`src/rsrb_pkg.sv`:
```
// Package for the RTP sequence reorder buffer.
// Holds the result status codes, the request function codes and the window register constants.
// No dependencies.
package rsrb_pkg;

   localparam int WIN_BITS = 15;
   localparam logic [WIN_BITS-1:0] WIN_RESET = 15'd1024;

   typedef enum logic {
      FUNC_PUSH = 1'b0,
      FUNC_POP  = 1'b1
   } func_type;

   typedef enum logic [2:0] {
      ST_QUEUED    = 3'd0,
      ST_SIDE      = 3'd1,
      ST_DUP       = 3'd2,
      ST_LATE      = 3'd3,
      ST_FULL      = 3'd4,
      ST_DELIVERED = 3'd5,
      ST_NONE      = 3'd6
   } status_type;

endpackage

```
`src/rsrb_ifaces.sv`:
```
// Valid/ready channel interfaces of the RTP sequence reorder buffer.
// Depends on rsrb_pkg for the status type and the window width.
interface rsrb_req_if #(
   parameter int SEQ_BITS = 16,
   parameter int TAG_BITS = 8
);
   import rsrb_pkg::*;
   logic                valid;
   logic                ready;
   logic                func;
   logic [SEQ_BITS-1:0] seq_num;
   logic [TAG_BITS-1:0] tag;
   modport source (output valid, func, seq_num, tag, input ready);
   modport sink (input valid, func, seq_num, tag, output ready);
endinterface

interface rsrb_rsp_if #(
   parameter int SEQ_BITS = 16,
   parameter int TAG_BITS = 8,
   parameter int CNT_BITS = 6
);
   import rsrb_pkg::*;
   logic                valid;
   logic                ready;
   status_type          status;
   logic [SEQ_BITS-1:0] out_seq;
   logic [TAG_BITS-1:0] out_tag;
   logic [CNT_BITS-1:0] flushed;
   logic [CNT_BITS-1:0] held;
   modport source (output valid, status, out_seq, out_tag, flushed, held, input ready);
   modport sink (input valid, status, out_seq, out_tag, flushed, held, output ready);
endinterface

interface rsrb_csr_if;
   import rsrb_pkg::*;
   logic                valid;
   logic                ready;
   logic [WIN_BITS-1:0] data;
   modport source (output valid, data, input ready);
   modport sink (input valid, data, output ready);
endinterface

```
`src/rtp_sequence_reorder_buffer_unit.sv`:
```
// RTP sequence reorder buffer: ordered list and side list kept in two synchronous memories.
// Depends on rsrb_pkg and the channel interfaces in rsrb_ifaces.sv.
//
// Usage: req_ch carries one beat per command: a push (sequence number and payload tag) or a
// pop. Every command yields exactly one beat on rsp_ch with a status, the delivered packet
// on a successful pop, the count of side-list packets discarded, and the number held.
// csr_ch writes the window register at any time it is offered; it is meant to be written
// while the block is idle. Its ready is always high.
// The ordered list is a ring in memory with a head pointer. A push scans the ring one entry
// per cycle from the head, then moves the entries behind the insertion point up one per
// cycle. A pop reads the head entry and loads its result, except when every slot is held
// by the side list: then each side packet is first placed again through the same path.
// The single read port of the ordered memory sets this pace.
// One command is worked on at a time; the next beat can be taken as soon as the previous
// result sits in the output register, even while the receiver stalls it. A stalled output
// holds its beat and blocks the next result only.
// Reset (synchronous) empties both lists, forgets the expected number and sets the window
// to 1024. Memory contents are not cleared; only entries below the list counts are read.
module rtp_sequence_reorder_buffer_unit #(
   parameter int SLOTS    = 32,
   parameter int SEQ_BITS = 16,
   parameter int TAG_BITS = 8
) (
   input logic clock,
   input logic reset,
   rsrb_req_if.sink   req_ch,
   rsrb_rsp_if.source rsp_ch,
   rsrb_csr_if.sink   csr_ch
);
   import rsrb_pkg::*;

   localparam int IW   = $clog2(SLOTS);
   localparam int CW   = $clog2(SLOTS + 1);
   localparam int AW   = CW + 1;
   localparam int CMPW = SEQ_BITS + WIN_BITS;

   typedef struct packed {
      logic [SEQ_BITS-1:0] seq;
      logic [TAG_BITS-1:0] tag;
   } entry_type;

   typedef enum logic [3:0] {
      S_IDLE, S_PLACE, S_SCAN, S_SHIFT, S_INSERT, S_RP_LOAD, S_POP_WAIT, S_POP, S_RESP
   } state_type;

   function automatic logic [IW-1:0] slot(input logic [IW-1:0] head, input logic [CW-1:0] i);
      logic [AW-1:0] s;
      s = AW'(head) + AW'(i);
      if (s >= AW'(SLOTS)) begin
         s = s - AW'(SLOTS);
      end
      return s[IW-1:0];
   endfunction

   entry_type ord_mem [SLOTS];
   entry_type side_mem [SLOTS];
   entry_type ord_rd_ff, side_rd_ff;

   state_type state_ff, state_in;
   logic [CW-1:0] oc_ff, oc_in, sc_ff, sc_in, idx_ff, idx_in, pos_ff, pos_in;
   logic [CW-1:0] rp_k_ff, rp_k_in, rp_n_ff, rp_n_in, fl_ff, fl_in;
   logic [IW-1:0] head_ff, head_in;
   logic [SEQ_BITS-1:0] exp_ff, exp_in, cur_seq_ff, cur_seq_in;
   logic [TAG_BITS-1:0] cur_tag_ff, cur_tag_in;
   logic expv_ff, expv_in, rp_ff, rp_in;
   logic [WIN_BITS-1:0] win_ff;

   status_type res_status_ff, res_status_in;
   logic [SEQ_BITS-1:0] res_seq_ff, res_seq_in;
   logic [TAG_BITS-1:0] res_tag_ff, res_tag_in;
   logic [CW-1:0] res_fl_ff, res_fl_in;

   logic rsp_valid_ff, rsp_valid_in;
   status_type rsp_status_ff, rsp_status_in;
   logic [SEQ_BITS-1:0] rsp_seq_ff, rsp_seq_in;
   logic [TAG_BITS-1:0] rsp_tag_ff, rsp_tag_in;
   logic [CW-1:0] rsp_fl_ff, rsp_fl_in, rsp_held_ff, rsp_held_in;

   logic ord_we, side_we, pl_done;
   logic [IW-1:0] ord_waddr;
   entry_type ord_wdata, cur_entry;
   status_type pl_code;

   logic [SEQ_BITS-1:0] dist_ahead, dist_behind, dist_head;
   logic [AW-1:0] held_sum;
   logic all_held;

   assign cur_entry   = '{seq: cur_seq_ff, tag: cur_tag_ff};
   assign dist_ahead  = cur_seq_ff - exp_ff;
   assign dist_behind = exp_ff - cur_seq_ff;
   assign dist_head   = ord_rd_ff.seq - cur_seq_ff;
   assign held_sum    = AW'(oc_ff) + AW'(sc_ff);
   assign all_held    = (held_sum == AW'(SLOTS));

   assign req_ch.ready   = (state_ff == S_IDLE);
   assign csr_ch.ready   = 1'b1;
   assign rsp_ch.valid   = rsp_valid_ff;
   assign rsp_ch.status  = rsp_status_ff;
   assign rsp_ch.out_seq = rsp_seq_ff;
   assign rsp_ch.out_tag = rsp_tag_ff;
   assign rsp_ch.flushed = rsp_fl_ff;
   assign rsp_ch.held    = rsp_held_ff;

   always_comb begin
      state_in = state_ff;
      oc_in = oc_ff;
      sc_in = sc_ff;
      idx_in = idx_ff;
      pos_in = pos_ff;
      rp_k_in = rp_k_ff;
      rp_n_in = rp_n_ff;
      fl_in = fl_ff;
      head_in = head_ff;
      exp_in = exp_ff;
      expv_in = expv_ff;
      rp_in = rp_ff;
      cur_seq_in = cur_seq_ff;
      cur_tag_in = cur_tag_ff;
      res_status_in = res_status_ff;
      res_seq_in = res_seq_ff;
      res_tag_in = res_tag_ff;
      res_fl_in = res_fl_ff;
      rsp_valid_in = rsp_valid_ff && !rsp_ch.ready;
      rsp_status_in = rsp_status_ff;
      rsp_seq_in = rsp_seq_ff;
      rsp_tag_in = rsp_tag_ff;
      rsp_fl_in = rsp_fl_ff;
      rsp_held_in = rsp_held_ff;
      ord_we = 1'b0;
      ord_waddr = slot(head_ff, '0);
      ord_wdata = cur_entry;
      side_we = 1'b0;
      pl_done = 1'b0;
      pl_code = ST_QUEUED;

      case (state_ff)
         S_IDLE: begin
            if (req_ch.valid) begin
               if (req_ch.func == FUNC_PUSH) begin
                  cur_seq_in = req_ch.seq_num;
                  cur_tag_in = req_ch.tag;
                  rp_in = 1'b0;
                  if (all_held) begin
                     pl_done = 1'b1;
                     pl_code = ST_FULL;
                  end else begin
                     state_in = S_PLACE;
                  end
               end else begin
                  fl_in = '0;
                  if (oc_ff == '0 && all_held) begin
                     // Every slot sits in the side list: place each side packet again.
                     rp_in = 1'b1;
                     rp_n_in = sc_ff;
                     rp_k_in = '0;
                     sc_in = '0;
                     expv_in = 1'b0;
                     state_in = S_RP_LOAD;
                  end else begin
                     rp_in = 1'b0;
                     idx_in = '0;
                     state_in = S_POP_WAIT;
                  end
               end
            end
         end
         S_PLACE: begin
            if (!expv_ff) begin
               ord_we = 1'b1;
               oc_in = CW'(1);
               exp_in = cur_seq_ff;
               expv_in = 1'b1;
               pl_done = 1'b1;
               pl_code = ST_QUEUED;
            end else if (CMPW'(dist_ahead) < CMPW'(win_ff)) begin
               if (oc_ff == '0) begin
                  ord_we = 1'b1;
                  oc_in = CW'(1);
                  pl_done = 1'b1;
                  pl_code = ST_QUEUED;
               end else begin
                  idx_in = '0;
                  state_in = S_SCAN;
               end
            end else if (dist_behind != '0 && CMPW'(dist_behind) <= CMPW'(win_ff)) begin
               pl_done = 1'b1;
               pl_code = ST_LATE;
            end else begin
               side_we = 1'b1;
               sc_in = CW'(sc_ff + CW'(1));
               pl_done = 1'b1;
               pl_code = ST_SIDE;
            end
         end
         S_SCAN: begin
            // The read data belongs to entry idx; the next entry is read meanwhile.
            if (ord_rd_ff.seq == cur_seq_ff) begin
               pl_done = 1'b1;
               pl_code = ST_DUP;
            end else if (CMPW'(dist_head) < CMPW'(win_ff)) begin
               pos_in = idx_ff;
               idx_in = CW'(oc_ff - CW'(1));
               state_in = S_SHIFT;
            end else if (CW'(idx_ff + CW'(1)) == oc_ff) begin
               ord_we = 1'b1;
               ord_waddr = slot(head_ff, oc_ff);
               oc_in = CW'(oc_ff + CW'(1));
               pl_done = 1'b1;
               pl_code = ST_QUEUED;
            end else begin
               idx_in = CW'(idx_ff + CW'(1));
            end
         end
         S_SHIFT: begin
            ord_we = 1'b1;
            ord_waddr = slot(head_ff, CW'(idx_ff + CW'(1)));
            ord_wdata = ord_rd_ff;
            if (idx_ff == pos_ff) begin
               state_in = S_INSERT;
            end else begin
               idx_in = CW'(idx_ff - CW'(1));
            end
         end
         S_INSERT: begin
            ord_we = 1'b1;
            ord_waddr = slot(head_ff, pos_ff);
            oc_in = CW'(oc_ff + CW'(1));
            pl_done = 1'b1;
            pl_code = ST_QUEUED;
         end
         S_RP_LOAD: begin
            cur_seq_in = side_rd_ff.seq;
            cur_tag_in = side_rd_ff.tag;
            state_in = S_PLACE;
         end
         S_POP_WAIT: begin
            state_in = S_POP;
         end
         S_POP: begin
            rp_in = 1'b0;
            state_in = S_RESP;
            res_status_in = ST_NONE;
            res_seq_in = '0;
            res_tag_in = '0;
            res_fl_in = '0;
            if (oc_ff != '0 && (ord_rd_ff.seq == exp_ff || all_held)) begin
               res_status_in = ST_DELIVERED;
               res_seq_in = ord_rd_ff.seq;
               res_tag_in = ord_rd_ff.tag;
               res_fl_in = CW'(fl_ff + sc_ff);
               head_in = slot(head_ff, CW'(1));
               oc_in = CW'(oc_ff - CW'(1));
               sc_in = '0;
               exp_in = ord_rd_ff.seq + SEQ_BITS'(1);
            end
         end
         S_RESP: begin
            if (!rsp_valid_ff || rsp_ch.ready) begin
               rsp_valid_in = 1'b1;
               rsp_status_in = res_status_ff;
               rsp_seq_in = res_seq_ff;
               rsp_tag_in = res_tag_ff;
               rsp_fl_in = res_fl_ff;
               rsp_held_in = CW'(held_sum);
               state_in = S_IDLE;
            end
         end
         default: begin
            state_in = S_IDLE;
         end
      endcase

      if (pl_done) begin
         if (!rp_ff || state_ff == S_IDLE) begin
            res_status_in = pl_code;
            res_seq_in = '0;
            res_tag_in = '0;
            res_fl_in = '0;
            state_in = S_RESP;
         end else begin
            if (pl_code == ST_DUP || pl_code == ST_LATE || pl_code == ST_FULL) begin
               fl_in = CW'(fl_ff + CW'(1));
            end
            if (CW'(rp_k_ff + CW'(1)) == rp_n_ff) begin
               idx_in = '0;
               state_in = S_POP_WAIT;
            end else begin
               rp_k_in = CW'(rp_k_ff + CW'(1));
               state_in = S_RP_LOAD;
            end
         end
      end
   end

   always_ff @(posedge clock) begin
      if (ord_we) begin
         ord_mem[ord_waddr] <= ord_wdata;
      end
      ord_rd_ff <= ord_mem[slot(head_ff, idx_in)];
      if (side_we) begin
         side_mem[sc_ff[IW-1:0]] <= cur_entry;
      end
      side_rd_ff <= side_mem[rp_k_in[IW-1:0]];
   end

   always_ff @(posedge clock) begin
      if (reset) begin
         state_ff <= S_IDLE;
         oc_ff <= '0;
         sc_ff <= '0;
         head_ff <= '0;
         exp_ff <= '0;
         expv_ff <= 1'b0;
         rp_ff <= 1'b0;
         win_ff <= WIN_RESET;
         rsp_valid_ff <= 1'b0;
      end else begin
         state_ff <= state_in;
         oc_ff <= oc_in;
         sc_ff <= sc_in;
         head_ff <= head_in;
         exp_ff <= exp_in;
         expv_ff <= expv_in;
         rp_ff <= rp_in;
         rsp_valid_ff <= rsp_valid_in;
         if (csr_ch.valid) begin
            win_ff <= csr_ch.data;
         end
      end
      idx_ff <= idx_in;
      pos_ff <= pos_in;
      rp_k_ff <= rp_k_in;
      rp_n_ff <= rp_n_in;
      fl_ff <= fl_in;
      cur_seq_ff <= cur_seq_in;
      cur_tag_ff <= cur_tag_in;
      res_status_ff <= res_status_in;
      res_seq_ff <= res_seq_in;
      res_tag_ff <= res_tag_in;
      res_fl_ff <= res_fl_in;
      rsp_status_ff <= rsp_status_in;
      rsp_seq_ff <= rsp_seq_in;
      rsp_tag_ff <= rsp_tag_in;
      rsp_fl_ff <= rsp_fl_in;
      rsp_held_ff <= rsp_held_in;
   end

endmodule

```
`src/flat_wrapper.sv`:
```
// flat-port wrapper written by rule: the top's interface ports become plain ports
module rtp_sequence_reorder_buffer_unit_flat import rsrb_pkg::*;
#(
   parameter int SLOTS    = 32,
   parameter int SEQ_BITS = 16,
   parameter int TAG_BITS = 8
)
  (clock, reset, req_ch_valid, req_ch_func, req_ch_seq_num, req_ch_tag, req_ch_ready, rsp_ch_valid, rsp_ch_status, rsp_ch_out_seq, rsp_ch_out_tag, rsp_ch_flushed, rsp_ch_held, rsp_ch_ready, csr_ch_valid, csr_ch_data, csr_ch_ready);
  rsrb_req_if #(.SEQ_BITS(SEQ_BITS), .TAG_BITS(TAG_BITS)) req_ch_i ();
  rsrb_rsp_if #(.SEQ_BITS(SEQ_BITS), .TAG_BITS(TAG_BITS)) rsp_ch_i ();
  rsrb_csr_if csr_ch_i ();
  input logic clock;
  input logic reset;
  input wire logic [$bits(req_ch_i.valid)-1:0] req_ch_valid;
  input wire logic [$bits(req_ch_i.func)-1:0] req_ch_func;
  input wire logic [$bits(req_ch_i.seq_num)-1:0] req_ch_seq_num;
  input wire logic [$bits(req_ch_i.tag)-1:0] req_ch_tag;
  output wire logic [$bits(req_ch_i.ready)-1:0] req_ch_ready;
  output wire logic [$bits(rsp_ch_i.valid)-1:0] rsp_ch_valid;
  output wire logic [$bits(rsp_ch_i.status)-1:0] rsp_ch_status;
  output wire logic [$bits(rsp_ch_i.out_seq)-1:0] rsp_ch_out_seq;
  output wire logic [$bits(rsp_ch_i.out_tag)-1:0] rsp_ch_out_tag;
  output wire logic [$bits(rsp_ch_i.flushed)-1:0] rsp_ch_flushed;
  output wire logic [$bits(rsp_ch_i.held)-1:0] rsp_ch_held;
  input wire logic [$bits(rsp_ch_i.ready)-1:0] rsp_ch_ready;
  input wire logic [$bits(csr_ch_i.valid)-1:0] csr_ch_valid;
  input wire logic [$bits(csr_ch_i.data)-1:0] csr_ch_data;
  output wire logic [$bits(csr_ch_i.ready)-1:0] csr_ch_ready;
  assign req_ch_i.valid = req_ch_valid;
  assign req_ch_i.func = req_ch_func;
  assign req_ch_i.seq_num = req_ch_seq_num;
  assign req_ch_i.tag = req_ch_tag;
  assign req_ch_ready = req_ch_i.ready;
  assign rsp_ch_valid = rsp_ch_i.valid;
  assign rsp_ch_status = rsp_ch_i.status;
  assign rsp_ch_out_seq = rsp_ch_i.out_seq;
  assign rsp_ch_out_tag = rsp_ch_i.out_tag;
  assign rsp_ch_flushed = rsp_ch_i.flushed;
  assign rsp_ch_held = rsp_ch_i.held;
  assign rsp_ch_i.ready = rsp_ch_ready;
  assign csr_ch_i.valid = csr_ch_valid;
  assign csr_ch_i.data = csr_ch_data;
  assign csr_ch_ready = csr_ch_i.ready;
  rtp_sequence_reorder_buffer_unit #(.SLOTS(SLOTS), .SEQ_BITS(SEQ_BITS), .TAG_BITS(TAG_BITS)) u_core (.clock(clock), .reset(reset), .req_ch(req_ch_i), .rsp_ch(rsp_ch_i), .csr_ch(csr_ch_i));
endmodule
```
`config.mk`:
```
export PLATFORM = sky130hd
export DESIGN_NAME = rtp_sequence_reorder_buffer_unit_flat
export DESIGN_NICKNAME = d
export VERILOG_FILES = /design/src/rsrb_pkg.sv /design/src/rsrb_ifaces.sv /design/src/rtp_sequence_reorder_buffer_unit.sv /design/src/flat_wrapper.sv
export SDC_FILE = /design/constraint.sdc
export NUM_CORES = 2
export LEC_CHECK = 0
export ABC_AREA = 0
export BUFFER_PORTS_ARGS = -buffer_cell sky130_fd_sc_hd__buf_2
export CAP_MARGIN = 15
export CORE_UTILIZATION = 35
export DETAILED_ROUTE_END_ITERATION = 10
export GPL_TIMING_DRIVEN = 1
export PLACE_DENSITY = 0.59
export SYNTH_ARGS = -nofsm -noshare
export SYNTH_HDL_FRONTEND = slang
export SYNTH_SLANG_ARGS = --single-unit
```
`constraint.sdc`:
```
create_clock -name clock -period 11.55 [get_ports clock]
set_input_delay 2.31 -clock clock [delete_from_list [all_inputs] [get_ports clock]]
set_output_delay 2.31 -clock clock [all_outputs]
set_load 0.02 [all_outputs]
```
==> results.md <==
* Comb power frac at 0.295
* Final count of pins violating max slew at 0
* DR vias at 41860
* Hold Crit Class: flop to flop
* Highest Signal Layer: met4
* Iteration count of the initial detailed-routing pass at 6
* Yosys Warn Count at 0
* R2r worst-path depth at 30
* Crit path arrival time at 10.91 ns
* H-tree Lvls at 4
* Largest net degree at the start of global routing at 140
* Crit Path Class: flop to flop
* Count of different cell masters after synthesis at 85
* Pleak at 0.02678 µW
* Count leader, synth: edfxtp_1
* Switching Fraction at 0.3019
* Initial Utilization at 0.3526
* Most used DFF post-synth: edfxtp_1
* Worst-skew pair later-pin latency at 0.82 ns
* Vias per cell at 5.394
* Outcome: completed
* CTS tree: yes
* Number of global-route vias before repair at 40850
* Met2 wire len at 94.60 mm
* Worst Path Required at 12.24 ns
* Worst R2R Start: u_core.cur_seq_ff[2]
* NetSw at 5760 µW
* Hold Fails Final Rpt at 0
* First-pass GRT wire length at 282.9 mm
* Crit path capture type: flop
* Cell internal pwr at 13320 µW
* Layout cells sized above 1 at 0.1736
* Max clock buf depth at 3
* Seq/Total Area, Yosys at 0.7033
* # rows at 167
* RSZ-0062 raised after global routing: false
* Rel. slew slack at 0.2172
* FF/Latch Area at 51460 µm²
* Flop pwr share at 0.413
* Die Wd at 459.2 µm
* Area growth syn-to-layout at 13.73%
* Synthesized net count at 4860
* Top cells by count, synth: 1611 x edfxtp_1, 640 x nand2_1, 267 x nand3_1, 240 x mux4_2, 215 x mux2i_1
* CP top delay family: compound AO/OA/AOI/OAI gates
* Power Dens Cells at 229.3 nW/µm²
* Min cycle time layout at 10.22 ns
* Critical Path Fanout Max at 50
* Multi-input gate area at 20700 µm²
* Number of remaining DRC errors at 0
* Final TNS setup at 0 ns
* Synth Register Bits at 1765
* Async S/R FF share, synth at 0
* Hold_sp: u_core.res_seq_ff[14]
* Detail Route Antenna Nets at 0
* Final Cycle Share at 0.8845
* Root Buffer Master: clkbuf_16
* Most used cell, CP: o21ai_0
* Fill cells at 18730
* Routed WL per cell at 25.30 µm
* CP Buf/Inv Count at 2
* 1st-iter DRT viols at 4593
* # setup viols final at 0
* Total Routing Usage GR at 0.1836
* Core Area at 207500 µm²
* Worst slew pin tran at 1.174 ns
* Final GP Congestion at 0.8629
* Clock power frac at 0.292
* Area leader, netlist: edfxtp_1
* Startpoint types: flop
* Post-synth EDFFs at 1611
* Overall routed net length at 196.3 mm
* CTS clk-pin slew, worst paths at 0.06 ns
* VDD IR max at 0.2056 mV
* Cts bufs inserted at 174
* Nets at 5001
* Synth Cell Area at 73170 µm²
* Cell depth of the worst hold path at 0
* IO Pins at 87
* Max_cap viols at 0
* Post-synth top area share at 0.6612
* Postcts setup bufs at 0
* Fin Clk Skew at 0.04864 ns
* Die height at 459.2 µm
* HPWL reported at the end of detailed placement at 112.3 mm
* Sink Count at 1765
* CTS Hold Bufs at 0
* Hold Path End: u_core.rsp_ch.out_seq[14]
* DP Worst Slack at 1.551 ns
* Total gr overflow at 0
* Synth area leaders: edfxtp_1 66%, mux4_2 7.4%, dfxtp_1 4.2%
* Post_cts resized at 0
* Final WS setup at 1.334 ns
* Setup slack, reg-to-reg at 1.33 ns
* Max incr delay on CP at 1.45 ns
* PortBufs at 85
* Met1 WL at 83.95 mm
* Slowest-stage cell, CP: fa_4
* DR WL met3 at 13.02 mm
* Fmax at 97.88 MHz
* Avg Cell Area, Syn at 15.62 µm²
* Die area at 210900 µm²
* Worst R2R End: u_core.ord_rd_ff[18]
* Initial antenna violation count at 4
* Cells after Synth at 4683
## state kept, by name, indices dropped and copies added (netlist names), 8 cells and up
| name | cells |
|---|---|
| u_core.ord_mem | 768 |
| u_core.side_mem | 768 |
| u_core.ord_rd_ff | 24 |
| u_core.side_rd_ff | 24 |
| u_core.cur_seq_ff | 16 |
| u_core.exp_ff | 16 |
| u_core.res_seq_ff | 16 |
| u_core.rsp_ch.out_seq | 16 |
| u_core.win_ff | 15 |
| u_core.cur_tag_ff | 8 |
| u_core.res_tag_ff | 8 |
| u_core.rsp_ch.out_tag | 8 |
## cells in the final DEF (no fill, tap or decap), drive strengths merged, types with 7 or more instances in the layout
master,count
edfxtp,1611
nand2,641
nand3,267
clkbuf,247
mux4,240
buf,224
mux2i,216
nor2,171
dfxtp,154
a21oi,134
ha,124
inv,105
a32oi,97
nand4,87
o21ai,73
xnor2,65
clkinv,55
xor2,53
mux2,50
and4,32
nor3,32
a211oi,31
a21o,24
nor2b,16
o21a,15
and3,14
or3,14
and2,13
o211ai,11
nand2b,10
a31oi,10
o21bai,9
nor4,9
nor3b,9
bufinv,8
a21boi,8
fa,8
a211o,7
## per-layer routing
layer	vias to the layer above	global-route usage
li1	18430	-
met1	21630	0.2515
met2	1500	0.3033
met3	298	0.02847
met4	0	0.04862
met5	-	0
## kinds of logic after synthesis
| logic type | Yosys count | synth area share |
|---|---|---|
| flip-flops | 1765 | 0.7033 |
| AND/OR/NAND/NOR | 1328 | 0.08239 |
| multiplexers | 506 | 0.1113 |
| AO/OA/AOI/OAI | 478 | 0.04540 |
| buffers and inverters | 355 | 0.02002 |
| adder cells (fa/ha/maj) | 132 | 0.02339 |
| XOR/XNOR | 118 | 0.01413 |
| other | 1 | 0.00005125 |
## area by class of cell
type                    instances  share of cell area
well taps                    2788             0.04192
clock inverters                77            0.009323
repair buffers                224             0.01901
flip-flops and latches       1765              0.6184
clock buffers                 247             0.05804
inverters                      96            0.004451
diodes                          1          0.00003007
multi-input cells            2563              0.2488
## power groups by stage
stage	Clock [µW]	Combinational [µW]	Sequential (µW)
floorplan	0	4060	7990
finish	5570	5620	7890
global placement	0	5510	8030
detailed placement	0	5620	8030
CTS	5670	5630	7900
global route	5910	6090	7910
## through the flow
step                      power, µW    util  cell area (µm²)  std cells  hold slack (ns)
after CTS                     19200  0.4006            83120       7755           0.4284
after global placement        13540  0.3736            77510       7431           0.4158
after global routing          19910  0.4010            83210       7760           0.4381
after floorplan               12050       -            73170       4683           0.4029
after detailed placement      13650  0.3736            77510       7431           0.4171
final                         19080  0.4010            83210       7761           0.4272
## worst max path at each step
stage,depth (start not counted),from,to
global route,30,u_core.cur_seq_ff[2],u_core.ord_rd_ff[18]
CTS,30,u_core.cur_seq_ff[2],u_core.ord_rd_ff[18]
floorplan,33,u_core.cur_seq_ff[0],u_core.ord_rd_ff[16]
global placement,31,u_core.cur_seq_ff[2],u_core.ord_rd_ff[18]
finish,30,u_core.cur_seq_ff[2],u_core.ord_rd_ff[18]
detailed placement,30,u_core.cur_seq_ff[2],u_core.ord_rd_ff[21]
Power figures use the tool's default switching activity.
